===== src/sv/blm_pkg.sv =====
// ----------------------------------------------------------------------------
// blm_pkg
// Types, codes and threshold constants for the battery level monitor.
// ----------------------------------------------------------------------------
package blm_pkg;

  // operation codes
  localparam logic FUNC_TICK      = 1'b0;
  localparam logic FUNC_RESET_CHK = 1'b1;

  // light modes
  localparam logic [2:0] LIGHT_OFF    = 3'd0;
  localparam logic [2:0] LIGHT_SLEEP  = 3'd1;
  localparam logic [2:0] LIGHT_LOCKED = 3'd2;
  localparam logic [2:0] LIGHT_TURBO  = 3'd3;
  localparam logic [2:0] LIGHT_STROBE = 3'd4;
  localparam logic [2:0] LIGHT_OTHER  = 3'd5;

  // battery status codes
  localparam logic [1:0] ST_OK    = 2'd0;
  localparam logic [1:0] ST_ALERT = 2'd1;
  localparam logic [1:0] ST_FAULT = 2'd2;

  // configuration register indexes
  localparam logic [1:0] CFG_CELL_COUNT    = 2'd0;
  localparam logic [1:0] CFG_NOMINAL_CELLS = 2'd1;
  localparam logic [1:0] CFG_LIFEPO4       = 2'd2;

  // indicator indices
  localparam logic [4:0] IDX_NONE   = 5'd0;
  localparam logic [4:0] IDX_GREEN  = 5'd1;
  localparam logic [4:0] IDX_YELLOW = 5'd2;
  localparam logic [4:0] IDX_RED    = 5'd3;
  localparam logic [4:0] IDX_ALERT  = 5'd12;
  localparam logic [4:0] IDX_LASER  = 5'd23;
  localparam logic [4:0] IDX_THROTTLE_OFS = 5'd13;

  localparam logic [6:0] THROTTLE_FULL = 7'd100;

  // per-cell thresholds in mV
  localparam logic [11:0] LI_FAULT_MV  = 12'd2700;
  localparam logic [11:0] LI_ALERT_MV  = 12'd3010;
  localparam logic [11:0] LI_CLEAR_MV  = 12'd3200;
  localparam logic [11:0] LFP_FAULT_MV = 12'd2150;
  localparam logic [11:0] LFP_ALERT_MV = 12'd2600;
  localparam logic [11:0] LFP_CLEAR_MV = 12'd2800;
  localparam logic [11:0] RED_MV       = 12'd3300;
  localparam logic [11:0] YELLOW_MV    = 12'd3700;
  localparam logic [11:0] BOOST_DROP_MV = 12'd200;
  localparam logic [11:0] RESET_CHK_MV = 12'd2750;

  typedef struct packed {
    logic       func;
    logic [15:0] voltage_mv;
    logic [2:0] light_mode;
    logic       laser_enabled;
    logic [6:0] throttle_pct;
    logic [4:0] led_index_now;
  } in_item_t;

  typedef struct packed {
    logic [4:0] led_index;
    logic [1:0] batt_status;
  } out_item_t;

  typedef struct packed {
    logic [3:0] cell_count;
    logic [3:0] nominal_cell_count;
    logic       lifepo4_mode;
  } cfg_t;

  // per-cell threshold times cell count; fits 16 bits for n up to 15
  function automatic logic [15:0] scale_mv(input logic [11:0] mv, input logic [3:0] n);
    scale_mv = 16'(mv) * 16'(n);
  endfunction

endpackage


===== src/sv/blm_eval.sv =====
// ----------------------------------------------------------------------------
// blm_eval
// Status update with hysteresis and indicator index selection for one request.
// ----------------------------------------------------------------------------
module blm_eval (
  input  blm_pkg::in_item_t  item,
  input  blm_pkg::cfg_t      cfg,
  input  logic [1:0]         status,
  output logic [1:0]         status_next,
  output blm_pkg::out_item_t result
);

  logic [15:0] fault_th, alert_th, clear_th, red_th, yellow_th, chk_th;
  logic [11:0] red_mv, yellow_mv;
  logic        lit;
  logic        boost;
  logic [4:0]  idx;

  always_comb begin
    boost = (item.light_mode == blm_pkg::LIGHT_TURBO) ||
            (item.light_mode == blm_pkg::LIGHT_STROBE);
    lit = !(item.light_mode inside {blm_pkg::LIGHT_OFF, blm_pkg::LIGHT_SLEEP,
                                    blm_pkg::LIGHT_LOCKED});
    red_mv    = boost ? blm_pkg::RED_MV - blm_pkg::BOOST_DROP_MV : blm_pkg::RED_MV;
    yellow_mv = boost ? blm_pkg::YELLOW_MV - blm_pkg::BOOST_DROP_MV : blm_pkg::YELLOW_MV;

    fault_th  = blm_pkg::scale_mv(cfg.lifepo4_mode ? blm_pkg::LFP_FAULT_MV
                                                   : blm_pkg::LI_FAULT_MV, cfg.cell_count);
    alert_th  = blm_pkg::scale_mv(cfg.lifepo4_mode ? blm_pkg::LFP_ALERT_MV
                                                   : blm_pkg::LI_ALERT_MV, cfg.cell_count);
    clear_th  = blm_pkg::scale_mv(cfg.lifepo4_mode ? blm_pkg::LFP_CLEAR_MV
                                                   : blm_pkg::LI_CLEAR_MV, cfg.cell_count);
    red_th    = blm_pkg::scale_mv(red_mv, cfg.cell_count);
    yellow_th = blm_pkg::scale_mv(yellow_mv, cfg.cell_count);
    chk_th    = blm_pkg::scale_mv(blm_pkg::RESET_CHK_MV, cfg.nominal_cell_count);

    status_next = status;
    idx = item.led_index_now;

    if (item.func == blm_pkg::FUNC_RESET_CHK) begin
      if (item.voltage_mv > chk_th) begin
        status_next = blm_pkg::ST_OK;
      end
    end else begin
      case (item.light_mode)
        blm_pkg::LIGHT_OFF: begin
          if (item.laser_enabled && (item.led_index_now == blm_pkg::IDX_NONE)) begin
            idx = blm_pkg::IDX_LASER;
          end
        end
        blm_pkg::LIGHT_SLEEP: begin
          idx = blm_pkg::IDX_NONE;
        end
        default: begin
          if (lit) begin
            if (item.voltage_mv <= fault_th) begin
              status_next = blm_pkg::ST_FAULT;
            end else if (item.voltage_mv <= alert_th) begin
              status_next = blm_pkg::ST_ALERT;
            end else if (item.voltage_mv > clear_th) begin
              status_next = blm_pkg::ST_OK;
            end
            if (status_next == blm_pkg::ST_FAULT || status_next == blm_pkg::ST_ALERT) begin
              idx = blm_pkg::IDX_ALERT;
            end else if (item.voltage_mv <= red_th) begin
              idx = blm_pkg::IDX_RED;
            end else if (item.voltage_mv <= yellow_th) begin
              idx = blm_pkg::IDX_YELLOW;
            end else begin
              idx = blm_pkg::IDX_GREEN;
            end
          end
        end
      endcase
      if ((item.throttle_pct < blm_pkg::THROTTLE_FULL) &&
          (idx inside {[blm_pkg::IDX_GREEN:blm_pkg::IDX_RED]})) begin
        idx = idx + blm_pkg::IDX_THROTTLE_OFS;
      end
    end

    result.led_index   = idx;
    result.batt_status = status_next;
  end

endmodule


===== src/sv/battery_level_monitor_core.sv =====
// ----------------------------------------------------------------------------
// battery_level_monitor_core
// Low-voltage monitor and side-indicator selector, one request per cycle.
// ----------------------------------------------------------------------------
//  channel  | signals                         | direction
//  in       | in_valid, in_stall, in_data     | request in
//  out      | out_valid, out_stall, out_data  | result out
//  cfg      | cfg_we, cfg_index, cfg_data     | register write
//
// One request per cycle unless stalled; input register, then result register.
// The status register updates as a request moves into the result register.
// rst clears valids, status (ok) and configuration (1 cell, 1 cell, Li-ion).
// in_stall rises only while the result register is held by out_stall.
module battery_level_monitor_core (
  input  logic               clk,
  input  logic               rst,
  input  logic               in_valid,
  output logic               in_stall,
  input  blm_pkg::in_item_t  in_data,
  output logic               out_valid,
  input  logic               out_stall,
  output blm_pkg::out_item_t out_data,
  input  logic               cfg_we,
  input  logic [1:0]         cfg_index,
  input  logic [3:0]         cfg_data
);

  blm_pkg::cfg_t      cfg;
  blm_pkg::in_item_t  s1_item;
  logic               s1_valid;
  logic [1:0]         status;
  logic [1:0]         status_next;
  blm_pkg::out_item_t result;
  logic               out_free;
  logic               s1_go;
  logic               in_acc;

  assign out_free = !out_valid || !out_stall;
  assign s1_go    = s1_valid && out_free;
  assign in_stall = s1_valid && !out_free;
  assign in_acc   = in_valid && !in_stall;

  always_ff @(posedge clk) begin
    if (rst) begin
      cfg.cell_count         <= 4'd1;
      cfg.nominal_cell_count <= 4'd1;
      cfg.lifepo4_mode       <= 1'b0;
    end else if (cfg_we) begin
      case (cfg_index)
        blm_pkg::CFG_CELL_COUNT:    cfg.cell_count         <= cfg_data;
        blm_pkg::CFG_NOMINAL_CELLS: cfg.nominal_cell_count <= cfg_data;
        blm_pkg::CFG_LIFEPO4:       cfg.lifepo4_mode       <= cfg_data[0];
        default: ;
      endcase
    end
  end

  always_ff @(posedge clk) begin
    if (rst) begin
      s1_valid <= 1'b0;
    end else if (in_acc) begin
      s1_valid <= 1'b1;
    end else if (s1_go) begin
      s1_valid <= 1'b0;
    end
  end

  always_ff @(posedge clk) begin
    if (in_acc) begin
      s1_item <= in_data;
    end
  end

  blm_eval u_eval (
    .item        (s1_item),
    .cfg         (cfg),
    .status      (status),
    .status_next (status_next),
    .result      (result)
  );

  always_ff @(posedge clk) begin
    if (rst) begin
      status    <= blm_pkg::ST_OK;
      out_valid <= 1'b0;
    end else if (s1_go) begin
      status    <= status_next;
      out_valid <= 1'b1;
    end else if (!out_stall) begin
      out_valid <= 1'b0;
    end
  end

  always_ff @(posedge clk) begin
    if (s1_go) begin
      out_data <= result;
    end
  end

endmodule


===== config.mk =====
export PLATFORM = sky130hd
export DESIGN_NAME = battery_level_monitor_core
export DESIGN_NICKNAME = d
export VERILOG_FILES = /design/src/sv/blm_pkg.sv /design/src/sv/blm_eval.sv /design/src/sv/battery_level_monitor_core.sv
export SDC_FILE = /design/constraint.sdc
export NUM_CORES = 1
export LEC_CHECK = 0
export BUFFER_PORTS_ARGS = -buffer_cell sky130_fd_sc_hd__buf_2
export CAP_MARGIN = 30
export CORE_ASPECT_RATIO = 1.2
export CORE_MARGIN = 2
export CORE_UTILIZATION = 60
export CTS_BUF_LIST = sky130_fd_sc_hd__clkbuf_16
export CTS_CLUSTER_DIAMETER = 200
export DETAILED_ROUTE_END_ITERATION = 10
export PLACE_DENSITY_LB_ADDON = 0.12
export SLEW_MARGIN = 20
export SYNTH_ARGS = -nofsm -noshare
export SYNTH_HDL_FRONTEND = slang
export SYNTH_SLANG_ARGS = --single-unit
export TNS_END_PERCENT = 5

===== constraint.sdc =====
create_clock -name clk -period 8.94 [get_ports clk]
set_input_delay 0.894 -clock clk [delete_from_list [all_inputs] [get_ports clk]]
set_output_delay 0.894 -clock clk [all_outputs]
set_load 0.01 [all_outputs]

; After elaboration in Yosys (flattened, before gate mapping)
; Index checks and enable logic that the tools add are counted.
[totals]
ff_bits = 53
inputBits = 44
output_inout_bits = 9
wordCells = 89
[classes]
addsub = 1
n_mul = 6
n_lt_le_gt_ge = 9
n_eq_ne = 9
muxes = 28
n_reduce_logical = 22
[ops]
columns = cell, n
row1 = $mul A12 B4 Y16, 5
row2 = $le A16 B16 Y1, 4
row3 = $mux W5, 7
row4 = $gt A16 B16 Y1, 2
row5 = $mux W2, 11
row6 = $mux W10, 2
row7 = $mul A11 B4 Y15 const A, 1
row8 = $mux W11, 1
row9 = $pmux W5 S2, 1
row10 = $mux W9, 1
row11 = $mux W8, 1
row12 = $lt A7 B7 Y1 const B, 1
row13 = $eq A3 B2 Y1 const B, 2
row14 = $logic_and A1 B1 Y1, 6
row15 = $reduce_and A2 Y1, 3
row16 = $add A5 B4 Y5 const B, 1
row17 = $ge A5 B1 Y1 const B, 1
row18 = $le A5 B2 Y1 const B, 1
row19 = $logic_not A5 Y1, 1
row20 = $eq A2 B1 Y1 const B, 2
row21 = $eq A2 B2 Y1 const B, 2
row22 = $logic_not A1 Y1, 4
row23 = $mux W1, 4
row24 = $eq A3 B1 Y1 const B, 1
row25 = 8 further kinds, 10

; Longest topological paths before layout
; Gate-level depths: netlist of run 1.
[depth]
word_depth = 20
mapped_depth = 30
ltp_nobuf = 29

; Hierarchy
; Synthesis of run 1 repeated with hierarchy kept, for this count alone.
[unflattened]
cells_unflattened = 924
area_unflattened_um2 = 8424.3
[modules_own_cells]
columns = module, instances, cells_each, area_per_inst_um2, seq_area_each_um2
row1 = blm_eval, 1, 829, 6660.1, 0.0
row2 = battery_level_monitor_core, 1, 95, 1764.2, 1461.4

; Least setup slack after synthesis of run 1
; Ideal clock, no wire load.
[synth_path]
path_kind = reg-to-reg
from = register s1_item[13] in the netlist's numbering
to = register out_data[4] in the netlist's numbering, data pin
setup_ns = 0.265
t_arrival_ns = 6.180
t_required_ns = 8.675
slack_ns = 2.494
stages_incl_launch_ff = 28
path_buffers = 0
period_less_slack_ns = 6.446
path_cell_list = edfxtp_1 > nand2b_1 > o21ai_1 > nand2_1 > xnor2_1 > ha_1 > fa_1 > fa_1 > a21o_1 > a21oi_1 > o21bai_1 > a21oi_1 > o21bai_1 > a21oi_1 > nor4b_1 > a2111oi_0 > ha_1 > nand4_1 > nor3_1 > o31ai_1 > a32oi_1 > nor2_1 > o31ai_2 > and2_2 > ha_1 > or3_1 > and4bb_1 > or3_1
[synth_rtl]
columns = item, line_no
row1 = "start, declared", battery_level_monitor_core.sv:29  ; blm_pkg::in_item_t s1_item;
row2 = "start signal, assigned", battery_level_monitor_core.sv:70  ; s1_item <= in_data;
row3 = "end signal, assigned", battery_level_monitor_core.sv:96  ; out_data <= result;
row4 = "end, declared", battery_level_monitor_core.sv:22  ; output blm_pkg::out_item_t out_data,

==> summary.json, run 1 <==
{
  "outcome": {
    "run_status": "finished, final reports clean"
  },
  "logic_synthesis": {
    "netlist.area_leader.share_pct": 30.4,
    "synth_edf_count": 38,
    "yosys_warnings": 0,
    "syn-instance-count": 930,
    "ys_top_cells_by_count": "sky130_fd_sc_hd__ha_1, sky130_fd_sc_hd__inv_1, sky130_fd_sc_hd__a21oi_1",
    "ys_seq_elements": 51,
    "netlist_top_cells_area": "sky130_fd_sc_hd__ha_1, sky130_fd_sc_hd__edfxtp_1, sky130_fd_sc_hd__fa_1",
    "synth.largest_area_cell": "sky130_fd_sc_hd__ha_1",
    "postSynth.topFlopCell": "sky130_fd_sc_hd__edfxtp_1",
    "synth.distinct_cells": 76,
    "syn_area_per_cell_um2": 8.98,
    "post_synth_design_cell_area_um2": 8350,
    "async_reset_ff_share_pct": 0,
    "yosysMostFrequentCell": "sky130_fd_sc_hd__ha_1",
    "seq_area_frac_synth_pct": 16.8
  },
  "power_and_ir_drop": {
    "total_power_uw": 893,
    "ir_drop_mv": 0.135,
    "power.leakage_uw": 0.00466,
    "powerDensity_nw_per_um2": 99.0
  },
  "clock_network": {
    "postCtsSetupBuffers": 0,
    "h-tree-depth": 2,
    "clock-sinks": 51,
    "worst_skew_pair.late_latency_ps": 290,
    "cts-buffers-inserted": 5,
    "ctsHoldBuffers": 0,
    "cts.path.max_buffers": 2,
    "tritoncts": "built",
    "clk_transition_reported_paths_ps": 60,
    "cts_resized": 0,
    "cts-root-buf": "sky130_fd_sc_hd__clkbuf_16"
  },
  "die": {
    "ioPinCount": 53,
    "effective_utilization_at_floorplan_pct": 61.0,
    "die_y_um": 133,
    "rows": 47,
    "fp.dieArea_um2": 14900,
    "fp.dieW_um": 112,
    "core-area_um2": 13700
  },
  "timing": {
    "finalWorstSetupSlack_ps": 1590,
    "slew_at_the_pin_closest_to_its_max_slew_limit_ps": 827,
    "finalClockSkew_ps": 3.60,
    "grt_setup_unrepaired": "no",
    "fmaxAchievable_mhz": 136,
    "finalSetupViolCount": 0,
    "hold_viol": 0,
    "layout_worst_path_cycle_share_pct": 82.2,
    "period_needed_ps": 7350,
    "timing.setup.tns_ps": 0,
    "finalMaxSlewViolations": 0,
    "worst_slew_margin_rel_pct": 44.7
  },
  "cells_and_area": {
    "postLayoutCellArea_um2": 9030,
    "antenna_cells": 0,
    "drive_above_1_share_pct": 8.81,
    "fill_cells": 1187,
    "utilization_pct": 65.9,
    "design.final.nets": 1266,
    "area_delta_synth_final_pct": 8.07
  },
  "global_route": {
    "pin_count_of_the_biggest_net_entering_global_routing": 32,
    "first_global_vias": 6726,
    "initial_antenna_violation_count": 0,
    "grt_first_pass_wirelength_mm": 32.1,
    "overall_overflow_remaining_after_global_route": 0,
    "groute.usage.overall_pct": 26.6
  },
  "detailed_routing": {
    "drc": 0,
    "route.detailed.vias_per_inst": 5.83,
    "num_vias": 6750,
    "dr.pass1.iters": 5,
    "finalWirelength_mm": 19.0,
    "drtIter0Drc": 318,
    "wl_per_cell_um": 16.4,
    "detail-route-antenna-nets": 0
  },
  "placed_design": {
    "port_buffers": 50,
    "detailed_place.area_um2": 8840,
    "pre_cts_slack_ps": 1580,
    "detailedPlacementHpwl_mm": 15.3,
    "gpl.final_weighted_congestion": 0.887
  },
  "critical_path": {
    "required_ps": 8970,
    "critical_path_arrival_ps": 7380,
    "setup.worst_path.start_class": "flop",
    "rrSetupSlack_ps": 1590,
    "worstSetupPathType": "reg -> reg",
    "critical_path_peak_fanout": 8,
    "reg2regPathDepth": 27,
    "endpoint_kind_of_the_worst_setup_timing_path": "flop"
  },
  "min_path": {
    "min-delay-path-class": "reg -> reg",
    "min_path_cells": 2
  },
  "run": {
    "drv_cap": 0
  }
}
==> stage by stage <==
step / instances / hold slack, ps
2_1_floorplan: 933 / 445
3_3_place_gp: 1150 / 481
3_5_place_dp: 1150 / 480
4_1_cts: 1158 / 496
5_1_grt: 1158 / 537
6_report: 1158 / 493
==> registers in the layout, indices dropped and copies added (netlist names) <==
register,flops
s1_item,31
out_valid,1
s1_valid,1
status,2
cfg,9
out_data,7
==> layer usage <==
| layer | track usage [%] | wire length, µm |
|---|---|---|
| met1 | 34.1 | 8390 |
| met2 | 48.0 | 9300 |
| met3 | 2.78 | 871 |
| met4 | 6.65 | 421 |
| met5 | 0 | 0 |
==> logic make-up (layout without fill, tap and decap cells) <==
logic type	Yosys count	in the layout	synth area share, %
and+or+nand+nor	223	223	13.6
DFF	51	51	16.8
xor gates and xnor gates	63	63	6.61
AOI/OAI and AO/OA	223	223	18.1
other	2	5	0.0899
adders and majority gates	236	236	38.3
buffers and inverters	125	179	5.66
muxes	7	7	0.839
==> cells in the final DEF (no fill, tap or decap), types with 3 or more instances in the layout <==
cell	n
sky130_fd_sc_hd__ha_1	203
sky130_fd_sc_hd__inv_1	113
sky130_fd_sc_hd__a21oi_1	71
sky130_fd_sc_hd__nor2_1	65
sky130_fd_sc_hd__buf_2	50
sky130_fd_sc_hd__nand2_1	47
sky130_fd_sc_hd__xnor2_1	44
sky130_fd_sc_hd__o21ai_0	38
sky130_fd_sc_hd__edfxtp_1	38
sky130_fd_sc_hd__fa_1	33
sky130_fd_sc_hd__a21o_1	28
sky130_fd_sc_hd__nand3_1	20
sky130_fd_sc_hd__xor2_1	19
sky130_fd_sc_hd__o21bai_1	18
sky130_fd_sc_hd__nand2b_1	17
sky130_fd_sc_hd__nand4_1	15
sky130_fd_sc_hd__dfxtp_1	13
sky130_fd_sc_hd__nor3_1	9
sky130_fd_sc_hd__a31oi_1	9
sky130_fd_sc_hd__mux2i_1	7
sky130_fd_sc_hd__buf_4	7
sky130_fd_sc_hd__and3_1	6
sky130_fd_sc_hd__nand4b_1	5
sky130_fd_sc_hd__o31ai_1	5
sky130_fd_sc_hd__nand3b_1	5
sky130_fd_sc_hd__a211oi_1	5
sky130_fd_sc_hd__conb_1	5
sky130_fd_sc_hd__clkbuf_16	5
sky130_fd_sc_hd__nor2b_1	4
sky130_fd_sc_hd__o21a_1	4
sky130_fd_sc_hd__nor4_1	4
sky130_fd_sc_hd__and2_1	4
sky130_fd_sc_hd__or2_2	4
sky130_fd_sc_hd__a311oi_1	3
sky130_fd_sc_hd__and2_2	3
sky130_fd_sc_hd__a22oi_1	3
sky130_fd_sc_hd__or3_1	3
==> worst max-delay path: stages, from the launching register on <==
cell and delay (ps):
sky130_fd_sc_hd__edfxtp_1 460, sky130_fd_sc_hd__nand2b_1 190, sky130_fd_sc_hd__o21ai_1 510, sky130_fd_sc_hd__nand2_1 170
sky130_fd_sc_hd__xnor2_1 240, sky130_fd_sc_hd__ha_1 290, sky130_fd_sc_hd__fa_1 510, sky130_fd_sc_hd__fa_1 480
sky130_fd_sc_hd__a21o_1 190, sky130_fd_sc_hd__a21oi_1 200, sky130_fd_sc_hd__o21bai_1 90, sky130_fd_sc_hd__a21oi_1 210
sky130_fd_sc_hd__o21bai_1 90, sky130_fd_sc_hd__a21oi_1 270, sky130_fd_sc_hd__nor4b_1 90, sky130_fd_sc_hd__a2111oi_0 370
sky130_fd_sc_hd__ha_1 220, sky130_fd_sc_hd__nand4_1 120, sky130_fd_sc_hd__nor3_1 350, sky130_fd_sc_hd__o31ai_1 180
sky130_fd_sc_hd__a32oi_1 270, sky130_fd_sc_hd__nor2_1 90, sky130_fd_sc_hd__o31ai_2 440, sky130_fd_sc_hd__and2_2 230
sky130_fd_sc_hd__ha_1 190, sky130_fd_sc_hd__or3_1 130, sky130_fd_sc_hd__and4bb_1 180, sky130_fd_sc_hd__or3_1 320
==> cell type report <==
class	instances	area (µm²)	area share (%)
multi-input cells	757	6490	71.9
flip-flops and latches	51	1400	15.5
inverters	114	428	4.74
repair buffers	57	303	3.35
well taps	171	214	2.37
clock buffers	5	125	1.39
clock inverters	3	63.8	0.707
==> power breakdown <==
part           switching, µW  total [µW]  internal [µW]
logic                    201         361            159
clock network           79.1         238            159
registers               24.4         294            270
==> worst paths after layout <==
check	start	end
worst min-delay path	s1_valid	out_valid
worst max register to register	s1_item[13]	out_data[4]
worst max-delay path	s1_item[13]	out_data[4]
worst min register to register	s1_valid	out_valid
Power figures use the tool's default switching activity.
==> run 2: changes to the inputs <==
- ABC_AREA: default -> 1
- clock period: 8.94 -> 6.9 ns (I/O delays scaled with it)
==> summary.json, run 2 <==
{
  "outcome": {
    "run_status": "finished, final reports clean"
  },
  "critical_path": {
    "required_ps": 6950,
    "critical_path_peak_fanout": 5,
    "endpoint_kind_of_the_worst_setup_timing_path": "flop",
    "worstSetupPathType": "reg -> reg",
    "critical_path_arrival_ps": 6310,
    "setup.worst_path.start_class": "flop",
    "rrSetupSlack_ps": 650,
    "critical_path.most_common_cell": "sky130_fd_sc_hd__nand2_1",
    "slowest_stage": "sky130_fd_sc_hd__fa_1",
    "timing.critical_path.slowest_cell_delay_ps": 440
  },
  "timing": {
    "timing.setup.tns_ps": 0,
    "slew_at_the_pin_closest_to_its_max_slew_limit_ps": 749,
    "hold_slack_ps": 492,
    "finalSetupViolCount": 0,
    "layout_worst_path_cycle_share_pct": 90.6,
    "hold_viol": 0,
    "grt_setup_unrepaired": "no",
    "worst_slew_margin_rel_pct": 49.9,
    "fmaxAchievable_mhz": 160,
    "finalMaxSlewViolations": 0,
    "period_needed_ps": 6250,
    "finalClockSkew_ps": 6.61
  },
  "clock_network": {
    "cts_resized": 0,
    "h-tree-depth": 2,
    "ctsHoldBuffers": 0,
    "cts-buffers-inserted": 5,
    "cts-root-buf": "sky130_fd_sc_hd__clkbuf_16",
    "postCtsSetupBuffers": 0,
    "clk_transition_reported_paths_ps": 70,
    "worst_skew_pair.late_latency_ps": 300,
    "clock-sinks": 51,
    "tritoncts": "built",
    "cts.path.max_buffers": 2
  },
  "logic_synthesis": {
    "yosysMostFrequentCell": "sky130_fd_sc_hd__ha_1",
    "syn-instance-count": 1061,
    "ys_top_cells_by_count": "sky130_fd_sc_hd__ha_1, sky130_fd_sc_hd__inv_1, sky130_fd_sc_hd__nand2_1",
    "netlist.area_leader.share_pct": 30.2,
    "async_reset_ff_share_pct": 0,
    "yosys_warnings": 0,
    "synth_edf_count": 38,
    "synth.largest_area_cell": "sky130_fd_sc_hd__ha_1",
    "seq_area_frac_synth_pct": 16.7,
    "post_synth_design_cell_area_um2": 8400,
    "ys_seq_elements": 51,
    "synth.distinct_cells": 47,
    "netlist_top_cells_area": "sky130_fd_sc_hd__ha_1, sky130_fd_sc_hd__edfxtp_1, sky130_fd_sc_hd__inv_1",
    "syn_area_per_cell_um2": 7.92,
    "postSynth.topFlopCell": "sky130_fd_sc_hd__edfxtp_1"
  },
  "cells_and_area": {
    "design.final.nets": 1403,
    "drive_above_1_share_pct": 10.5,
    "area_delta_synth_final_pct": 8.36,
    "layoutNonFillerInstCount": 1295,
    "largest-register": "s1_item",
    "largest_register_ffs": 31,
    "postLayoutCellArea_um2": 9100,
    "mostFrequentLayoutCell": "sky130_fd_sc_hd__ha_1",
    "reg_top3": "s1_item: 31 flops, cfg: 9 flops, out_data: 7 flops",
    "layout.cells.most_common_list": "sky130_fd_sc_hd__ha_1, sky130_fd_sc_hd__inv_1, sky130_fd_sc_hd__nand2_1",
    "antenna_cells": 0
  },
  "min_path": {
    "min-delay-path-class": "reg -> reg"
  },
  "placed_design": {
    "detailed_place.area_um2": 8930,
    "gpl.final_weighted_congestion": 0.907,
    "port_buffers": 50,
    "dp.cells": 1287,
    "detailedPlacementHpwl_mm": 15.1
  },
  "detailed_routing": {
    "route.detailed.vias_per_inst": 5.29,
    "wl_per_cell_um": 14.2,
    "dr.pass1.iters": 4,
    "drc": 0,
    "finalWirelength_mm": 18.4,
    "num_vias": 6848,
    "drtIter0Drc": 262,
    "detail-route-antenna-nets": 0
  },
  "power_and_ir_drop": {
    "intPower_uw": 812,
    "power.switching_fraction_pct": 40.4,
    "power.sequential.fraction_pct": 27.8,
    "power.share.clock_pct": 21.1,
    "total_power_uw": 1360,
    "switching_power_uw": 551,
    "powerDensity_nw_per_um2": 150,
    "combinational_share_of_power_pct": 51.1,
    "ir_drop_mv": 0.222,
    "power.leakage_uw": 0.00506
  },
  "global_route": {
    "first_global_vias": 6593,
    "initial_antenna_violation_count": 0,
    "groute.usage.overall_pct": 25.7,
    "grt_first_pass_wirelength_mm": 31.0,
    "pin_count_of_the_biggest_net_entering_global_routing": 22,
    "overall_overflow_remaining_after_global_route": 0
  },
  "die": {
    "die_y_um": 134,
    "fp.dieW_um": 112,
    "rows": 47,
    "fp.dieArea_um2": 15000,
    "effective_utilization_at_floorplan_pct": 61.0,
    "ioPinCount": 53,
    "core-area_um2": 13800
  },
  "run": {
    "drv_cap": 0
  }
}
==> run 2: cell types whose count changed in the layout (fill, tap and decap cells not counted), moves of 13 or more <==
cell | before | now
sky130_fd_sc_hd__inv_1 | 113 | 185
sky130_fd_sc_hd__a21oi_1 | 71 | 96
sky130_fd_sc_hd__nand2_2 | 0 | 15
sky130_fd_sc_hd__nor2_1 | 65 | 78
sky130_fd_sc_hd__nand2b_1 | 17 | 0
sky130_fd_sc_hd__a21o_1 | 28 | 7
sky130_fd_sc_hd__xor2_1 | 19 | 39
sky130_fd_sc_hd__xnor2_1 | 44 | 21
sky130_fd_sc_hd__nand2_1 | 47 | 169
==> run 2: worst paths after layout <==
check	startpoint	end	cells past startpoint
setup / recovery	s1_item[15]	out_data[3]	40
hold / removal	s1_valid	out_valid	2
setup reg to reg	s1_item[15]	out_data[3]	40
hold reg to reg	s1_valid	out_valid	2
==> run 2: critical path: cells and delay by family (launching register included) <==
| family | cells | cell delay [ps] |
|---|---|---|
| AND/OR/NAND/NOR | 19 | 1980 |
| adder cells (fa/ha/maj) | 5 | 1430 |
| flip-flops | 1 | 400 |
| XOR/XNOR | 1 | 140 |
| buffers and inverters | 5 | 350 |
| AO/OA/AOI/OAI | 10 | 1720 |
==> run 2: cell type report <==
class,instances,area [µm²]
inverters,193,726
multi-input cells,811,6250
clock inverters,3,46.3
flip-flops and latches,51,1400
well taps,171,214
fillers,1294,4660
clock buffers,5,125
repair buffers,61,340
==> run 2: layer usage <==
layer,track usage [%],wire (µm)
met1,32.5,8310
met2,48.2,9310
met3,1.91,518
met4,5.42,231
met5,0,0
==> run 2: logic make-up after synthesis <==
family / after synthesis / synth area share (%)
adder cells (fa/ha/maj): 236 / 38.1
AO/OA/AOI/OAI: 181 / 12.5
buffers and inverters: 202 / 9.06
other: 2 / 0.0894
XOR/XNOR: 60 / 6.26
flip-flops: 51 / 16.7
AND/OR/NAND/NOR: 329 / 17.3
==> run 2: power by group through the flow <==
stage          clock, µW  combinational [µW]  sequential (µW)
2_1_floorplan          0                 548              375
3_3_place_gp           0                 674              387
3_5_place_dp           0                 695              386
4_1_cts              290                 703              379
5_1_grt              299                 822              381
6_report             287                 697              379
==> run 2: through the flow <==
| stage | util (%) | worst slack (ps) |
|---|---|---|
| floorplan | - | 1490 |
| global placement | 64.8 | 806 |
| detailed placement | 64.9 | 724 |
| CTS | 66.1 | 682 |
| global route | 66.1 | 122 |
| finish | 66.1 | 647 |
